==> src/hw/rtl/rptd_pkg.sv <==
`default_nettype none

package rptd_pkg;

  localparam int unsigned PALETTE_DEPTH_DEF = 256;
  localparam int unsigned TILE_PIXELS_DEF   = 256;

  localparam int unsigned CFG_IDX_W  = 1;
  localparam int unsigned CFG_DATA_W = 16;

  localparam logic [CFG_IDX_W-1:0] CFG_COMPRESSED_MODE = 1'd0;
  localparam logic [CFG_IDX_W-1:0] CFG_TILE_COUNT      = 1'd1;

  localparam logic [1:0] OP_PAL_WRITE = 2'd0;
  localparam logic [1:0] OP_DATA      = 2'd1;
  localparam logic [1:0] OP_NEW_IMAGE = 2'd2;

  localparam logic [7:0] ESCAPE_BYTE = 8'd255;
  localparam logic [7:0] ALPHA_OPAQUE = 8'd255;

  localparam int unsigned RGB_W = 18;

  typedef enum logic [1:0] {
    PH_LITERAL = 2'd0,
    PH_LENGTH  = 2'd1,
    PH_INDEX   = 2'd2
  } phase_t;

  typedef struct packed {
    logic [1:0] opcode;
    logic [7:0] data_byte;
    logic [7:0] palette_slot;
    logic [5:0] palette_red_in;
    logic [5:0] palette_green_in;
    logic [5:0] palette_blue_in;
  } in_item_t;

  typedef struct packed {
    logic             en;
    logic [7:0]       slot;
    logic [RGB_W-1:0] rgb;
  } pal_wr_t;

  typedef struct packed {
    logic        valid;
    logic [7:0]  index;
    logic        oob;
    logic [7:0]  count;
    logic [15:0] tile;
    logic [7:0]  offset;
    logic        done;
  } run_t;

endpackage

`default_nettype wire

==> src/hw/rtl/rptd_if.sv <==
`default_nettype none

interface rptd_in_if;
  logic       valid;
  logic       ready;
  logic [1:0] opcode;
  logic [7:0] data_byte;
  logic [7:0] palette_slot;
  logic [5:0] palette_red_in;
  logic [5:0] palette_green_in;
  logic [5:0] palette_blue_in;

  modport source (
    output valid, opcode, data_byte, palette_slot,
           palette_red_in, palette_green_in, palette_blue_in,
    input  ready
  );
  modport sink (
    input  valid, opcode, data_byte, palette_slot,
           palette_red_in, palette_green_in, palette_blue_in,
    output ready
  );
  modport monitor (
    input valid, ready, opcode, data_byte, palette_slot,
          palette_red_in, palette_green_in, palette_blue_in
  );
endinterface

interface rptd_out_if;
  logic        valid;
  logic        ready;
  logic [7:0]  pixel_red;
  logic [7:0]  pixel_green;
  logic [7:0]  pixel_blue;
  logic [7:0]  pixel_alpha;
  logic [7:0]  repeat_count;
  logic [15:0] tile_number;
  logic [7:0]  pixel_in_tile;
  logic        image_done;

  modport source (
    output valid, pixel_red, pixel_green, pixel_blue, pixel_alpha,
           repeat_count, tile_number, pixel_in_tile, image_done,
    input  ready
  );
  modport sink (
    input  valid, pixel_red, pixel_green, pixel_blue, pixel_alpha,
           repeat_count, tile_number, pixel_in_tile, image_done,
    output ready
  );
  modport monitor (
    input valid, ready, pixel_red, pixel_green, pixel_blue, pixel_alpha,
          repeat_count, tile_number, pixel_in_tile, image_done
  );
endinterface

`default_nettype wire

==> src/hw/rtl/rptd_palette_mem.sv <==
`default_nettype none

module rptd_palette_mem #(
  parameter int unsigned DEPTH = rptd_pkg::PALETTE_DEPTH_DEF,
  parameter int unsigned AW    = $clog2(DEPTH)
) (
  input  wire logic                       clk,
  input  wire logic                       we,
  input  wire logic [AW-1:0]              waddr,
  input  wire logic [rptd_pkg::RGB_W-1:0] wdata,
  input  wire logic                       re,
  input  wire logic [AW-1:0]              raddr,
  output logic      [rptd_pkg::RGB_W-1:0] rdata
);
  import rptd_pkg::*;

  logic [RGB_W-1:0] mem [DEPTH];

  always_ff @(posedge clk) begin
    if (we) begin
      mem[waddr] <= wdata;
    end
  end

  always_ff @(posedge clk) begin
    if (re) begin
      rdata <= mem[raddr];
    end
  end

endmodule

`default_nettype wire

==> src/hw/rtl/rptd_parser.sv <==
`default_nettype none

module rptd_parser #(
  parameter int unsigned PALETTE_DEPTH = rptd_pkg::PALETTE_DEPTH_DEF,
  parameter int unsigned TILE_PIXELS   = rptd_pkg::TILE_PIXELS_DEF
) (
  input  wire logic                            clk,
  input  wire logic                            rst_n,
  input  wire logic                            cfg_we,
  input  wire logic [rptd_pkg::CFG_IDX_W-1:0]  cfg_idx,
  input  wire logic [rptd_pkg::CFG_DATA_W-1:0] cfg_wdata,
  input  wire logic                            acc,
  input  wire rptd_pkg::in_item_t              item,
  output rptd_pkg::pal_wr_t                    pal_wr,
  output rptd_pkg::run_t                       run
);
  import rptd_pkg::*;

  localparam int unsigned OFF_W = $clog2(TILE_PIXELS);
  localparam int unsigned PD_W  = 16 + OFF_W;
  localparam int unsigned SUM_W = ((OFF_W > 8) ? OFF_W : 8) + 1;
  localparam int unsigned SH    = SUM_W + OFF_W + 1;
  localparam int unsigned RW    = SH - OFF_W + 2;
  localparam int unsigned PW    = SUM_W + RW;
  localparam int unsigned QW    = PW - SH;
  localparam int unsigned RECIP_I = ((1 << SH) + TILE_PIXELS - 1) / TILE_PIXELS;
  localparam logic [RW-1:0] RECIP = RW'(RECIP_I);

  phase_t            phase_r, phase_nxt;
  logic [7:0]        pending_r, pending_nxt;
  logic [PD_W-1:0]   pixels_r, pixels_nxt;
  logic [PD_W-1:0]   total_r, total_nxt;
  logic [15:0]       tile_r, tile_nxt;
  logic [OFF_W-1:0]  off_r, off_nxt;
  logic              finished_r, finished_nxt;
  logic              compressed_r, compressed_nxt;

  logic              active;
  logic              emit_req;
  logic [7:0]        emit_idx;
  logic [7:0]        emit_len;
  logic [PD_W-1:0]   left;
  logic              done;
  logic [7:0]        count;
  logic [SUM_W-1:0]  sum;
  logic [PW-1:0]     prod;
  logic [QW-1:0]     quot;
  logic [SUM_W-1:0]  qt;
  logic [OFF_W+7:0]  off_ext;

  assign active   = !finished_r && (pixels_r < total_r);
  assign left     = total_r - pixels_r;
  assign done     = PD_W'(emit_len) >= left;
  assign count    = done ? left[7:0] : emit_len;
  assign sum      = SUM_W'(off_r) + SUM_W'(emit_len);
  assign prod     = PW'(sum) * PW'(RECIP);
  assign quot     = prod[PW-1:SH];
  assign qt       = SUM_W'(SUM_W'(quot) * SUM_W'(TILE_PIXELS));
  assign off_ext  = {8'd0, off_r};

  always_comb begin
    phase_nxt      = phase_r;
    pending_nxt    = pending_r;
    pixels_nxt     = pixels_r;
    total_nxt      = total_r;
    tile_nxt       = tile_r;
    off_nxt        = off_r;
    finished_nxt   = finished_r;
    compressed_nxt = compressed_r;
    emit_req       = 1'b0;
    emit_idx       = item.data_byte;
    emit_len       = 8'd1;
    pal_wr.en      = 1'b0;
    pal_wr.slot    = item.palette_slot;
    pal_wr.rgb     = {item.palette_red_in, item.palette_green_in, item.palette_blue_in};

    if (cfg_we) begin
      unique case (cfg_idx)
        CFG_COMPRESSED_MODE: compressed_nxt = cfg_wdata[0];
        CFG_TILE_COUNT:      total_nxt = PD_W'(PD_W'(cfg_wdata) * PD_W'(TILE_PIXELS));
        default: ;
      endcase
    end

    if (acc) begin
      unique case (item.opcode)
        OP_PAL_WRITE: begin
          pal_wr.en = {1'b0, item.palette_slot} < 9'(PALETTE_DEPTH);
        end
        OP_NEW_IMAGE: begin
          phase_nxt    = PH_LITERAL;
          pending_nxt  = 8'd0;
          pixels_nxt   = '0;
          tile_nxt     = 16'd0;
          off_nxt      = '0;
          finished_nxt = 1'b0;
        end
        OP_DATA: begin
          if (active) begin
            if (!compressed_r) begin
              phase_nxt = PH_LITERAL;
              emit_req  = 1'b1;
            end else begin
              unique case (phase_r)
                PH_LENGTH: begin
                  pending_nxt = item.data_byte;
                  phase_nxt   = PH_INDEX;
                end
                PH_INDEX: begin
                  phase_nxt = PH_LITERAL;
                  emit_len  = pending_r;
                  emit_req  = 1'b1;
                end
                default: begin
                  if (item.data_byte == ESCAPE_BYTE) begin
                    phase_nxt = PH_LENGTH;
                  end else begin
                    phase_nxt = PH_LITERAL;
                    emit_req  = 1'b1;
                  end
                end
              endcase
            end
          end
        end
        default: ;
      endcase
    end

    run.valid  = emit_req && (emit_len != 8'd0);
    run.index  = emit_idx;
    run.oob    = {1'b0, emit_idx} >= 9'(PALETTE_DEPTH);
    run.count  = count;
    run.tile   = tile_r;
    run.offset = off_ext[7:0];
    run.done   = done;

    if (run.valid) begin
      pixels_nxt   = pixels_r + PD_W'(count);
      finished_nxt = done;
      tile_nxt     = tile_r + 16'(quot);
      off_nxt      = OFF_W'(sum - qt);
    end
  end

  always_ff @(posedge clk) begin
    if (!rst_n) begin
      phase_r      <= PH_LITERAL;
      pending_r    <= 8'd0;
      pixels_r     <= '0;
      total_r      <= PD_W'(TILE_PIXELS);
      tile_r       <= 16'd0;
      off_r        <= '0;
      finished_r   <= 1'b0;
      compressed_r <= 1'b1;
    end else begin
      phase_r      <= phase_nxt;
      pending_r    <= pending_nxt;
      pixels_r     <= pixels_nxt;
      total_r      <= total_nxt;
      tile_r       <= tile_nxt;
      off_r        <= off_nxt;
      finished_r   <= finished_nxt;
      compressed_r <= compressed_nxt;
    end
  end

endmodule

`default_nettype wire

==> src/hw/rtl/rle_palette_tile_decoder_top.sv <==
// Escape-byte run-length decoder with a palette, for images of 16x16-style tiles. A new
// in_ch transaction may follow each accepted one in the next cycle while in_ch.ready is
// high; a run's result appears on out_ch in the cycle after the transaction that
// completes it, set by the registered read of the palette memory. in_ch is held off only
// while a result waits and out_ch.ready is low. Palette writes, start-of-image and
// escape/length bytes give no result. The palette is not cleared after reset: entries
// hold unknown colours until written. Write cfg_* only while no result is outstanding.
`default_nettype none

module rle_palette_tile_decoder_top #(
  parameter int unsigned PALETTE_DEPTH = rptd_pkg::PALETTE_DEPTH_DEF,
  parameter int unsigned TILE_PIXELS   = rptd_pkg::TILE_PIXELS_DEF
) (
  input  wire logic                            clk,
  input  wire logic                            rst_n,
  rptd_in_if.sink                              in_ch,
  rptd_out_if.source                           out_ch,
  input  wire logic                            cfg_we,
  input  wire logic [rptd_pkg::CFG_IDX_W-1:0]  cfg_idx,
  input  wire logic [rptd_pkg::CFG_DATA_W-1:0] cfg_wdata
);
  import rptd_pkg::*;

  localparam int unsigned AW = $clog2(PALETTE_DEPTH);

  in_item_t         item;
  pal_wr_t          pal_wr;
  run_t             run;
  logic             acc;
  logic             load;
  logic [RGB_W-1:0] rgb;

  logic             out_valid_r, out_valid_nxt;
  logic             zero_r;
  logic             oob_r;
  logic [7:0]       count_r;
  logic [15:0]      tile_r;
  logic [7:0]       offset_r;
  logic             done_r;

  assign item.opcode           = in_ch.opcode;
  assign item.data_byte        = in_ch.data_byte;
  assign item.palette_slot     = in_ch.palette_slot;
  assign item.palette_red_in   = in_ch.palette_red_in;
  assign item.palette_green_in = in_ch.palette_green_in;
  assign item.palette_blue_in  = in_ch.palette_blue_in;

  assign in_ch.ready = !out_valid_r || out_ch.ready;
  assign acc         = in_ch.valid && in_ch.ready;
  assign load        = run.valid;

  rptd_parser #(
    .PALETTE_DEPTH (PALETTE_DEPTH),
    .TILE_PIXELS   (TILE_PIXELS)
  ) u_parser (
    .clk       (clk),
    .rst_n     (rst_n),
    .cfg_we    (cfg_we),
    .cfg_idx   (cfg_idx),
    .cfg_wdata (cfg_wdata),
    .acc       (acc),
    .item      (item),
    .pal_wr    (pal_wr),
    .run       (run)
  );

  rptd_palette_mem #(
    .DEPTH (PALETTE_DEPTH),
    .AW    (AW)
  ) u_palette (
    .clk   (clk),
    .we    (pal_wr.en),
    .waddr (pal_wr.slot[AW-1:0]),
    .wdata (pal_wr.rgb),
    .re    (load),
    .raddr (run.index[AW-1:0]),
    .rdata (rgb)
  );

  always_comb begin
    out_valid_nxt = out_valid_r;
    if (load) begin
      out_valid_nxt = 1'b1;
    end else if (out_ch.ready) begin
      out_valid_nxt = 1'b0;
    end
  end

  always_ff @(posedge clk) begin
    if (!rst_n) begin
      out_valid_r <= 1'b0;
    end else begin
      out_valid_r <= out_valid_nxt;
    end
  end

  // hold run details alongside the palette read data
  always_ff @(posedge clk) begin
    if (load) begin
      zero_r   <= run.index == 8'd0;
      oob_r    <= run.oob;
      count_r  <= run.count;
      tile_r   <= run.tile;
      offset_r <= run.offset;
      done_r   <= run.done;
    end
  end

  assign out_ch.valid         = out_valid_r;
  assign out_ch.pixel_red     = (zero_r || oob_r) ? 8'd0 : {rgb[17:12], 2'b00};
  assign out_ch.pixel_green   = (zero_r || oob_r) ? 8'd0 : {rgb[11:6], 2'b00};
  assign out_ch.pixel_blue    = (zero_r || oob_r) ? 8'd0 : {rgb[5:0], 2'b00};
  assign out_ch.pixel_alpha   = zero_r ? 8'd0 : ALPHA_OPAQUE;
  assign out_ch.repeat_count  = count_r;
  assign out_ch.tile_number   = tile_r;
  assign out_ch.pixel_in_tile = offset_r;
  assign out_ch.image_done    = done_r;

endmodule

`default_nettype wire

==> src/flat_wrapper.sv <==
// flat-port wrapper written by rule: the top's interface ports become plain ports
module rle_palette_tile_decoder_top_flat import rptd_pkg::*;
#(
  parameter int unsigned PALETTE_DEPTH = rptd_pkg::PALETTE_DEPTH_DEF,
  parameter int unsigned TILE_PIXELS   = rptd_pkg::TILE_PIXELS_DEF
)
  (clk, rst_n, cfg_we, cfg_idx, cfg_wdata, in_ch_valid, in_ch_opcode, in_ch_data_byte, in_ch_palette_slot, in_ch_palette_red_in, in_ch_palette_green_in, in_ch_palette_blue_in, in_ch_ready, out_ch_valid, out_ch_pixel_red, out_ch_pixel_green, out_ch_pixel_blue, out_ch_pixel_alpha, out_ch_repeat_count, out_ch_tile_number, out_ch_pixel_in_tile, out_ch_image_done, out_ch_ready);
  rptd_in_if in_ch_i ();
  rptd_out_if out_ch_i ();
  input  wire logic clk;
  input  wire logic rst_n;
  input  wire logic cfg_we;
  input  wire logic [rptd_pkg::CFG_IDX_W-1:0] cfg_idx;
  input  wire logic [rptd_pkg::CFG_DATA_W-1:0] cfg_wdata;
  input wire logic [$bits(in_ch_i.valid)-1:0] in_ch_valid;
  input wire logic [$bits(in_ch_i.opcode)-1:0] in_ch_opcode;
  input wire logic [$bits(in_ch_i.data_byte)-1:0] in_ch_data_byte;
  input wire logic [$bits(in_ch_i.palette_slot)-1:0] in_ch_palette_slot;
  input wire logic [$bits(in_ch_i.palette_red_in)-1:0] in_ch_palette_red_in;
  input wire logic [$bits(in_ch_i.palette_green_in)-1:0] in_ch_palette_green_in;
  input wire logic [$bits(in_ch_i.palette_blue_in)-1:0] in_ch_palette_blue_in;
  output wire logic [$bits(in_ch_i.ready)-1:0] in_ch_ready;
  output wire logic [$bits(out_ch_i.valid)-1:0] out_ch_valid;
  output wire logic [$bits(out_ch_i.pixel_red)-1:0] out_ch_pixel_red;
  output wire logic [$bits(out_ch_i.pixel_green)-1:0] out_ch_pixel_green;
  output wire logic [$bits(out_ch_i.pixel_blue)-1:0] out_ch_pixel_blue;
  output wire logic [$bits(out_ch_i.pixel_alpha)-1:0] out_ch_pixel_alpha;
  output wire logic [$bits(out_ch_i.repeat_count)-1:0] out_ch_repeat_count;
  output wire logic [$bits(out_ch_i.tile_number)-1:0] out_ch_tile_number;
  output wire logic [$bits(out_ch_i.pixel_in_tile)-1:0] out_ch_pixel_in_tile;
  output wire logic [$bits(out_ch_i.image_done)-1:0] out_ch_image_done;
  input wire logic [$bits(out_ch_i.ready)-1:0] out_ch_ready;
  assign in_ch_i.valid = in_ch_valid;
  assign in_ch_i.opcode = in_ch_opcode;
  assign in_ch_i.data_byte = in_ch_data_byte;
  assign in_ch_i.palette_slot = in_ch_palette_slot;
  assign in_ch_i.palette_red_in = in_ch_palette_red_in;
  assign in_ch_i.palette_green_in = in_ch_palette_green_in;
  assign in_ch_i.palette_blue_in = in_ch_palette_blue_in;
  assign in_ch_ready = in_ch_i.ready;
  assign out_ch_valid = out_ch_i.valid;
  assign out_ch_pixel_red = out_ch_i.pixel_red;
  assign out_ch_pixel_green = out_ch_i.pixel_green;
  assign out_ch_pixel_blue = out_ch_i.pixel_blue;
  assign out_ch_pixel_alpha = out_ch_i.pixel_alpha;
  assign out_ch_repeat_count = out_ch_i.repeat_count;
  assign out_ch_tile_number = out_ch_i.tile_number;
  assign out_ch_pixel_in_tile = out_ch_i.pixel_in_tile;
  assign out_ch_image_done = out_ch_i.image_done;
  assign out_ch_i.ready = out_ch_ready;
  rle_palette_tile_decoder_top #(.PALETTE_DEPTH(PALETTE_DEPTH), .TILE_PIXELS(TILE_PIXELS)) u_core (.clk(clk), .rst_n(rst_n), .in_ch(in_ch_i), .out_ch(out_ch_i), .cfg_we(cfg_we), .cfg_idx(cfg_idx), .cfg_wdata(cfg_wdata));
endmodule
==> config.mk <==
export PLATFORM = sky130hd
export DESIGN_NAME = rle_palette_tile_decoder_top_flat
export DESIGN_NICKNAME = d
export VERILOG_FILES = /design/src/hw/rtl/rptd_pkg.sv /design/src/hw/rtl/rptd_if.sv /design/src/hw/rtl/rptd_palette_mem.sv /design/src/hw/rtl/rptd_parser.sv /design/src/hw/rtl/rle_palette_tile_decoder_top.sv /design/src/flat_wrapper.sv
export SDC_FILE = /design/constraint.sdc
export NUM_CORES = 2
export LEC_CHECK = 0
export BUFFER_PORTS_ARGS = -buffer_cell sky130_fd_sc_hd__buf_4
export CORE_ASPECT_RATIO = 1.4
export CORE_MARGIN = 2
export CORE_UTILIZATION = 40
export DETAILED_ROUTE_END_ITERATION = 16
export PLACE_DENSITY_LB_ADDON = 0.15
export SLEW_MARGIN = 20
export SYNTH_ARGS = -nofsm -noshare
export SYNTH_HDL_FRONTEND = slang
export SYNTH_MEMORY_MAX_BITS = 65536
export SYNTH_SLANG_ARGS = --single-unit
==> constraint.sdc <==
create_clock -name clk -period 7.3 [get_ports clk]
set_input_delay 0 -clock clk [delete_from_list [all_inputs] [get_ports clk]]
set_output_delay 0 -clock clk [all_outputs]
set_load 0.03 [all_outputs]
Yosys cells after proc, flatten, opt, wreduce, memory -nomap -nowiden
Memories as Yosys holds them, arrays and structs flattened. A register that Yosys moved wholly into a read port is not among the register bits.
Cells that the tools add are included.

word-level totals
  memories kept = 1
  memory bits (writable) = 4608
  input port bits = 58
  bits in read-only memories = 0
  logic and storage cells = 92
  bits in registers = 111
  bits in latches = 0

cells by class
  order comparisons = 2
  equal/unequal tests = 8
  divide/modulo/power cells = 0
  mux-type cells = 43
  reductions and logical operators = 18
  shift-type cells = 0
  add/sub/neg operators = 5
  multiply operators = 0
  bitwise operators = 1

memory list
  memory                depth  width  rd ports  clocked after Yosys merged registers in  wr ports  RTL line                text
  u_core.u_palette.mem  256    18     1         1                                        1         rptd_palette_mem.sv:17  logic [RGB_W-1:0] mem [DEPTH];

operators with widths
  operator             count
  $mux 8               16
  $mux 24              3
  $mux 16              3
  $add 24x8->24        1
  $ge 8x24->1          1
  $lt 24x24->1         1
  $sub 24x24->24       1
  $add 16x1->16        1
  $pmux 8 s2           1
  $mux 1               15
  $add 8x8->9          1
  $eq 8x8->1 const B   1
  $logic_not 8->1      1
  $pmux 2 s2           2
  $reduce_bool 2->1    4
  $reduce_bool 8->1    1
  $sub 8x1->8 const B  1
  $ne 2x2->1 const B   3
  $reduce_and 2->1     3
  $reduce_and 5->1     1
  $eq 2x1->1 const B   2
  $eq 2x2->1 const B   2
  $mux 2               2
  $logic_and 1x1->1    3
  other kinds (6)      7

Longest topological paths before layout
  word-level depth = 10
  gate-level depth with buffers = 33

Cells and area by module
A second synthesis with hierarchy kept.

unflattened totals
  cells, all modules = 9080
  area, all modules = 185314.0 µm²

modules (own cells, without submodules)
  module                        area an instance (µm²)  sequential area each (µm²)  cells each  times used
  rptd_palette_mem              178402.4                138913.2                    8281        1
  rptd_parser                   5570.3                  1521.5                      721         1
  rle_palette_tile_decoder_top  1341.3                  1071.0                      78          1

Worst setup path before layout
OpenSTA, ideal clock, no wires.

  kind = reg-to-reg
  start = reg u_core.u_parser.pixels_r[10]
  end = reg u_core.u_parser.pixels_r[17]
  stages on the path, launching flop included = 31
  arrival time = 6.351 ns
  setup slack = 0.833 ns
  setup time = 0.116 ns
  buffers on the path = 2
  required time = 7.184 ns
  path through = dfxtp_1 > inv_1 > ha_1 > clkbuf_1 > nand3_1 > nor3_4 > and4_1 > nor4_1 > nand2_1 > nor2_1 > nand2_1 > inv_1 > ha_1 > o21ai_0 > nor2_1 > o21ai_0 > nor3_1 > nand4b_1 > nor4b_1 > or4b_1 > buf_6 > mux2_4 > ha_1 > a21o_1 > a21o_1 > a2111oi_0 > nor3_1 > o21bai_1 > nor2_1 > nor4b_1 > a31o_2

RTL lines
  item                    RTL line            text
  from (decl)             rptd_parser.sv:31   logic [PD_W-1:0] pixels_r, pixels_nxt;
  from (signal assigned)  rptd_parser.sv:159  pixels_r <= pixels_nxt;

==> summary.txt <==
Place
  – Worst slack at placement: -327.2 ps
  – Number of instances in the placed design: about 15000
  – Gp weighted congestion: just over 0.8
  – Buffers on Ports: ~120
  – Total half-perimeter wirelength after legalization and detailed placement: about 320 mm

Setup path
  – Worst reg2reg setup slack: about 320 ps
  – FF-to-FF Start: u_core.u_parser.pixels_r[1]
  – Required arrival time at the worst endpoint: between 8000 and 9000 ps
  – Slowest stage cell on the critical path: sky130_fd_sc_hd__or4b_4
  – End of the worst register-to-register path: u_core.u_parser.pixels_r[18]
  – Cell count of the worst reg-to-reg path: 32
  – Crit path buffers/inverters: 6
  – Biggest cell delay along the critical path: ~540 ps
  – Crit-path leading delay family: simple AND/OR/NAND/NOR gates
  – Worst endpoint data arrival time: between 7000 and 8000 ps
  – Classification of the worst setup path: reg -> reg
  – Most prevalent standard cell on the critical path: sky130_fd_sc_hd__buf_4
  – Crit path capture: u_core.u_parser.pixels_r[18]
  – Maximum fanout encountered on the critical timing path: 6
  – Cell count along the critical path: 32
  – Worst setup path start: u_core.u_parser.pixels_r[1]
  – Crit path capture type: flip-flop
  – Category of the worst setup path launch point: flip-flop

Timing
  – Slew at the pin with the worst max-slew slack: ~1200 ps
  – Timing-limited maximum frequency: roughly 140 MHz
  – Worst slew margin relative to its limit: 19.94%
  – Number of setup violations in the final report: 0
  – Aggregate negative setup slack: 0 ps
  – Slack of the critical path: 319.3 ps
  – Clock skew after layout: approximately 55 ps
  – Unrepaired setup endpoints after global routing: false
  – Final period util: 95.63%
  – Number of pins exceeding their max-slew limit in the final report: 0
  – Crit path time final: 6981 ps
  – Fin. Hold Viols: 0

Routing
  – WL per Instance: 33.85 um
  – Aggregate routed wire length: about 540 mm
  – Iteration-0 DRC count of the detailed router: around 9700
  – Total number of vias: between 90000 and 100k
  – DRC: 0
  – Pre-antenna DRT Iters: 6
  – Avg Vias per Cell: just under 6
  – Remaining number of nets flagged by the antenna check after routing: 0

Floorplanning
  – Initial core utilization: 40.20%
  – Chip Height: approximately 810 um
  – Count of standard-cell rows: 294
  – Die Outline Area: about 470000 sq um
  – Std-Cell Core Area: between 400000 and 500000 sq um
  – Width of the die: 577.4 um
  – Ports: 125

Clocking
  – Post-CTS setup repair buffer count: 0
  – H-tree depth: 5
  – Number of clock sinks: approximately 4700
  – Clock latency on the worst-skew pair: between 900 and 1000 ps
  – CTS Root Cell: sky130_fd_sc_hd__clkbuf_16
  – Clk pin slew, worst setup/hold paths: 70 ps
  – Maximum buffer depth of the clock tree: 4
  – TritonCTS Buffers: 449
  – Clock tree from TritonCTS: built

Global routing
  – Largest net degree at the start of global routing: ~180
  – GRT Overall Usage: 23.06%
  – First-pass GRT wire length: 757.1 mm
  – Vias in the first global route: 95600
  – Antenna violations before repair: 32
  – Global route overflow: 0

Synth
  – Dominant synthesized flop cell: sky130_fd_sc_hd__edfxtp_1
  – Post-synth top area share: approximately three quarters
  – Area of the mapped netlist: approximately 180000 sq um
  – Mean cell area of the mapped netlist: between 20 and 25 sq um
  – Sequential cell area fraction in the yosys report: around 77%
  – Area leader, netlist: sky130_fd_sc_hd__edfxtp_1
  – Total of flip-flops plus latches after synthesis: ~4700
  – Number of enable-type register cells in the synthesized netlist: ~4700
  – Cell count after synthesis: ~9000
  – Share of synthesized flip-flops with an asynchronous set or reset: 0%
  – Synth warnings: 0
  – Top cells by area in the synthesized netlist: sky130_fd_sc_hd__edfxtp_1, sky130_fd_sc_hd__mux4_2, sky130_fd_sc_hd__mux2i_1
  – Count of different cell masters after synthesis: 80

Power
  – Cell-internal power: ~44 mW
  – Maximum vdd drop: roughly 0.00019 V
  – Portion of total power attributed to sequential cells: a little over half
  – Total power per unit cell area: about 270 nW/um^2
  – Power, Total: 56.72 mW
  – Fraction of power spent switching nets: 21.91%
  – Share of total power in combinational logic: around 5.8%
  – Clock share of power: between 40% and 50%
  – Switching power total: roughly 12 mW
  – Leakage power summed over all cells: 67.30 nW

Job
  – Max cap viols: 0

Final layout
  – P&R area growth vs syn: 14.93%
  – Post-layout nets: slightly below 10000
  – Final core occ: 46.21%
  – Share of layout cells above drive strength 1: between 20% and 30%
  – Final Instance Count excl. Fillers: 16080

Min path
  – Worst hold path cell count: 2
  – Type of the worst min-delay path: in -> reg

Status
  – Status: complete, no violations
cell families after synthesis:
logic type / after synthesis / share of synthesized area (%)
DFF: 4737 / 76.84
muxes: 1545 / 15.49
and+or+nand+nor: 1167 / 2.671
AOI/OAI and AO/OA: 846 / 3.118
buffers and inverters: 593 / 1.430
adders and majority gates: 50 / 0.3479
xor gates and xnor gates: 21 / 0.09990
other: 1 / 0.002037
worst min-delay path by stage:
stage                              from                       endpoint  slack (ps)
6_report       in_ch_palette_blue_in[0]   u_core.u_palette.mem[186][0]          50
3_5_place_dp               cfg_wdata[0]   u_core.u_parser.compressed_r         270
2_1_floorplan  in_ch_palette_blue_in[0]     u_core.u_palette.mem[0][0]         100
4_1_cts                 in_ch_opcode[1]     u_core.u_parser.phase_r[1]          30
5_1_grt         in_ch_palette_red_in[4]  u_core.u_palette.mem[184][16]          40
3_3_place_gp               cfg_wdata[0]   u_core.u_parser.compressed_r         270
routing by layer:
layer	routed length, um	vias to the layer above	GRT usage, %	share of wire, %
li1	-	38490	-	-
met5	10	-	0	0.0018
met3	29570	664	2.787	5.4
met1	218000	51450	30.20	40
met2	279900	3187	40.41	51
met4	16670	2	6.611	3.1
cell type report:
class | instances | area, sq um
multi-input combinational | 3635 | 41010
antenna | 12 | 30.03
timing repair buffer | 750 | 6703
fill | 38270 | 246400
tap | 6068 | 7592
sequential | 4737 | 141500
inverter | 56 | 227.7
clock inverter | 258 | 2600
clock buffer | 560 | 11970
worst register-to-register path: cells and delay by family, from the launching register on:
kind / cells / cell delay, ps
DFF: 1 / 320
adders and majority gates: 4 / 1160
AOI/OAI and AO/OA: 9 / 1400
buffers and inverters: 6 / 840
and+or+nand+nor: 12 / 2880
muxes: 1 / 210
cells in the mapped netlist (48+ instances only):
master,count
sky130_fd_sc_hd__a21oi_1,202
sky130_fd_sc_hd__a221oi_1,102
sky130_fd_sc_hd__buf_1,63
sky130_fd_sc_hd__buf_2,110
sky130_fd_sc_hd__buf_4,68
sky130_fd_sc_hd__clkbuf_1,294
sky130_fd_sc_hd__dfxtp_1,77
sky130_fd_sc_hd__edfxtp_1,4660
sky130_fd_sc_hd__ha_1,48
sky130_fd_sc_hd__inv_1,51
sky130_fd_sc_hd__mux2i_1,479
sky130_fd_sc_hd__mux4_2,1041
sky130_fd_sc_hd__nand2_1,486
sky130_fd_sc_hd__nor2_1,455
sky130_fd_sc_hd__nor3_1,48
sky130_fd_sc_hd__o21ai_0,126
sky130_fd_sc_hd__o221ai_1,99
sky130_fd_sc_hd__o22ai_1,120
repair_timing:
action | CTS | global route
gates resized for setup | 4 | 9
hold buffers | 111 | 0
pin swaps | 0 | 2
endpoints found under the hold margin | 2476 | 0
setup endpoints to repair | 16 | 16
placed cells by master, fill, tap and decap left out, types with 24 or more instances in the layout:
| cell | count |
|---|---|
| sky130_fd_sc_hd__ha_1 | 48 |
| sky130_fd_sc_hd__mux2i_1 | 479 |
| sky130_fd_sc_hd__nor3_1 | 45 |
| sky130_fd_sc_hd__clkinvlp_4 | 24 |
| sky130_fd_sc_hd__clkbuf_1 | 94 |
| sky130_fd_sc_hd__nor2b_1 | 26 |
| sky130_fd_sc_hd__o221ai_1 | 99 |
| sky130_fd_sc_hd__nor2_2 | 218 |
| sky130_fd_sc_hd__buf_12 | 46 |
| sky130_fd_sc_hd__bufinv_16 | 50 |
| sky130_fd_sc_hd__clkbuf_16 | 462 |
| sky130_fd_sc_hd__clkinv_2 | 67 |
| sky130_fd_sc_hd__dlygate4sd3_1 | 111 |
| sky130_fd_sc_hd__nand2_1 | 472 |
| sky130_fd_sc_hd__o21ai_0 | 120 |
| sky130_fd_sc_hd__inv_1 | 50 |
| sky130_fd_sc_hd__a221oi_1 | 102 |
| sky130_fd_sc_hd__clkinv_1 | 100 |
| sky130_fd_sc_hd__buf_4 | 565 |
| sky130_fd_sc_hd__mux2_2 | 24 |
| sky130_fd_sc_hd__mux4_2 | 1041 |
| sky130_fd_sc_hd__a21oi_1 | 201 |
| sky130_fd_sc_hd__nor2_1 | 198 |
| sky130_fd_sc_hd__a211oi_1 | 37 |
| sky130_fd_sc_hd__nand3_1 | 40 |
| sky130_fd_sc_hd__dfxtp_1 | 77 |
| sky130_fd_sc_hd__o22ai_1 | 120 |
| sky130_fd_sc_hd__edfxtp_1 | 4660 |
| sky130_fd_sc_hd__nor2_4 | 39 |
power by group through the flow:
| stage | registers, mW | clock network [mW] | logic, mW |
|---|---|---|---|
| after detailed placement | 30.5 | 0 | 3.26 |
| after CTS | 29.9 | 24.0 | 3.32 |
| after global placement | 30.5 | 0 | 3.23 |
| final | 29.9 | 23.6 | 3.27 |
| after floorplan | 30.5 | 0 | 1.53 |
| after global routing | 29.9 | 24.9 | 3.43 |
sequential cells by signal, indices dropped and copies added, names as in the netlist, 2 cells and up:
name,count
u_core.u_palette.rdata,18
u_core.u_parser.pixels_r,24
u_core.u_parser.tile_r,16
u_core.u_parser.total_r,16
u_core.u_parser.off_r,8
u_core.u_palette.mem,4608
u_core.out_ch.tile_number,16
u_core.out_ch.pixel_in_tile,8
u_core.u_parser.phase_r,2
u_core.u_parser.pending_r,8
u_core.out_ch.repeat_count,8
per-stage QoR:
stage / cell area [sq um] / hold slack [ps]
after floorplan: 184100 / 98.87
after global placement: 195600 / 274.2
after detailed placement: 195700 / 273.9
after CTS: 211400 / 32.42
after global routing: 211600 / 43.07
final: 211600 / 53.66
No activity file was read; power rests on OpenSTA's default activity.
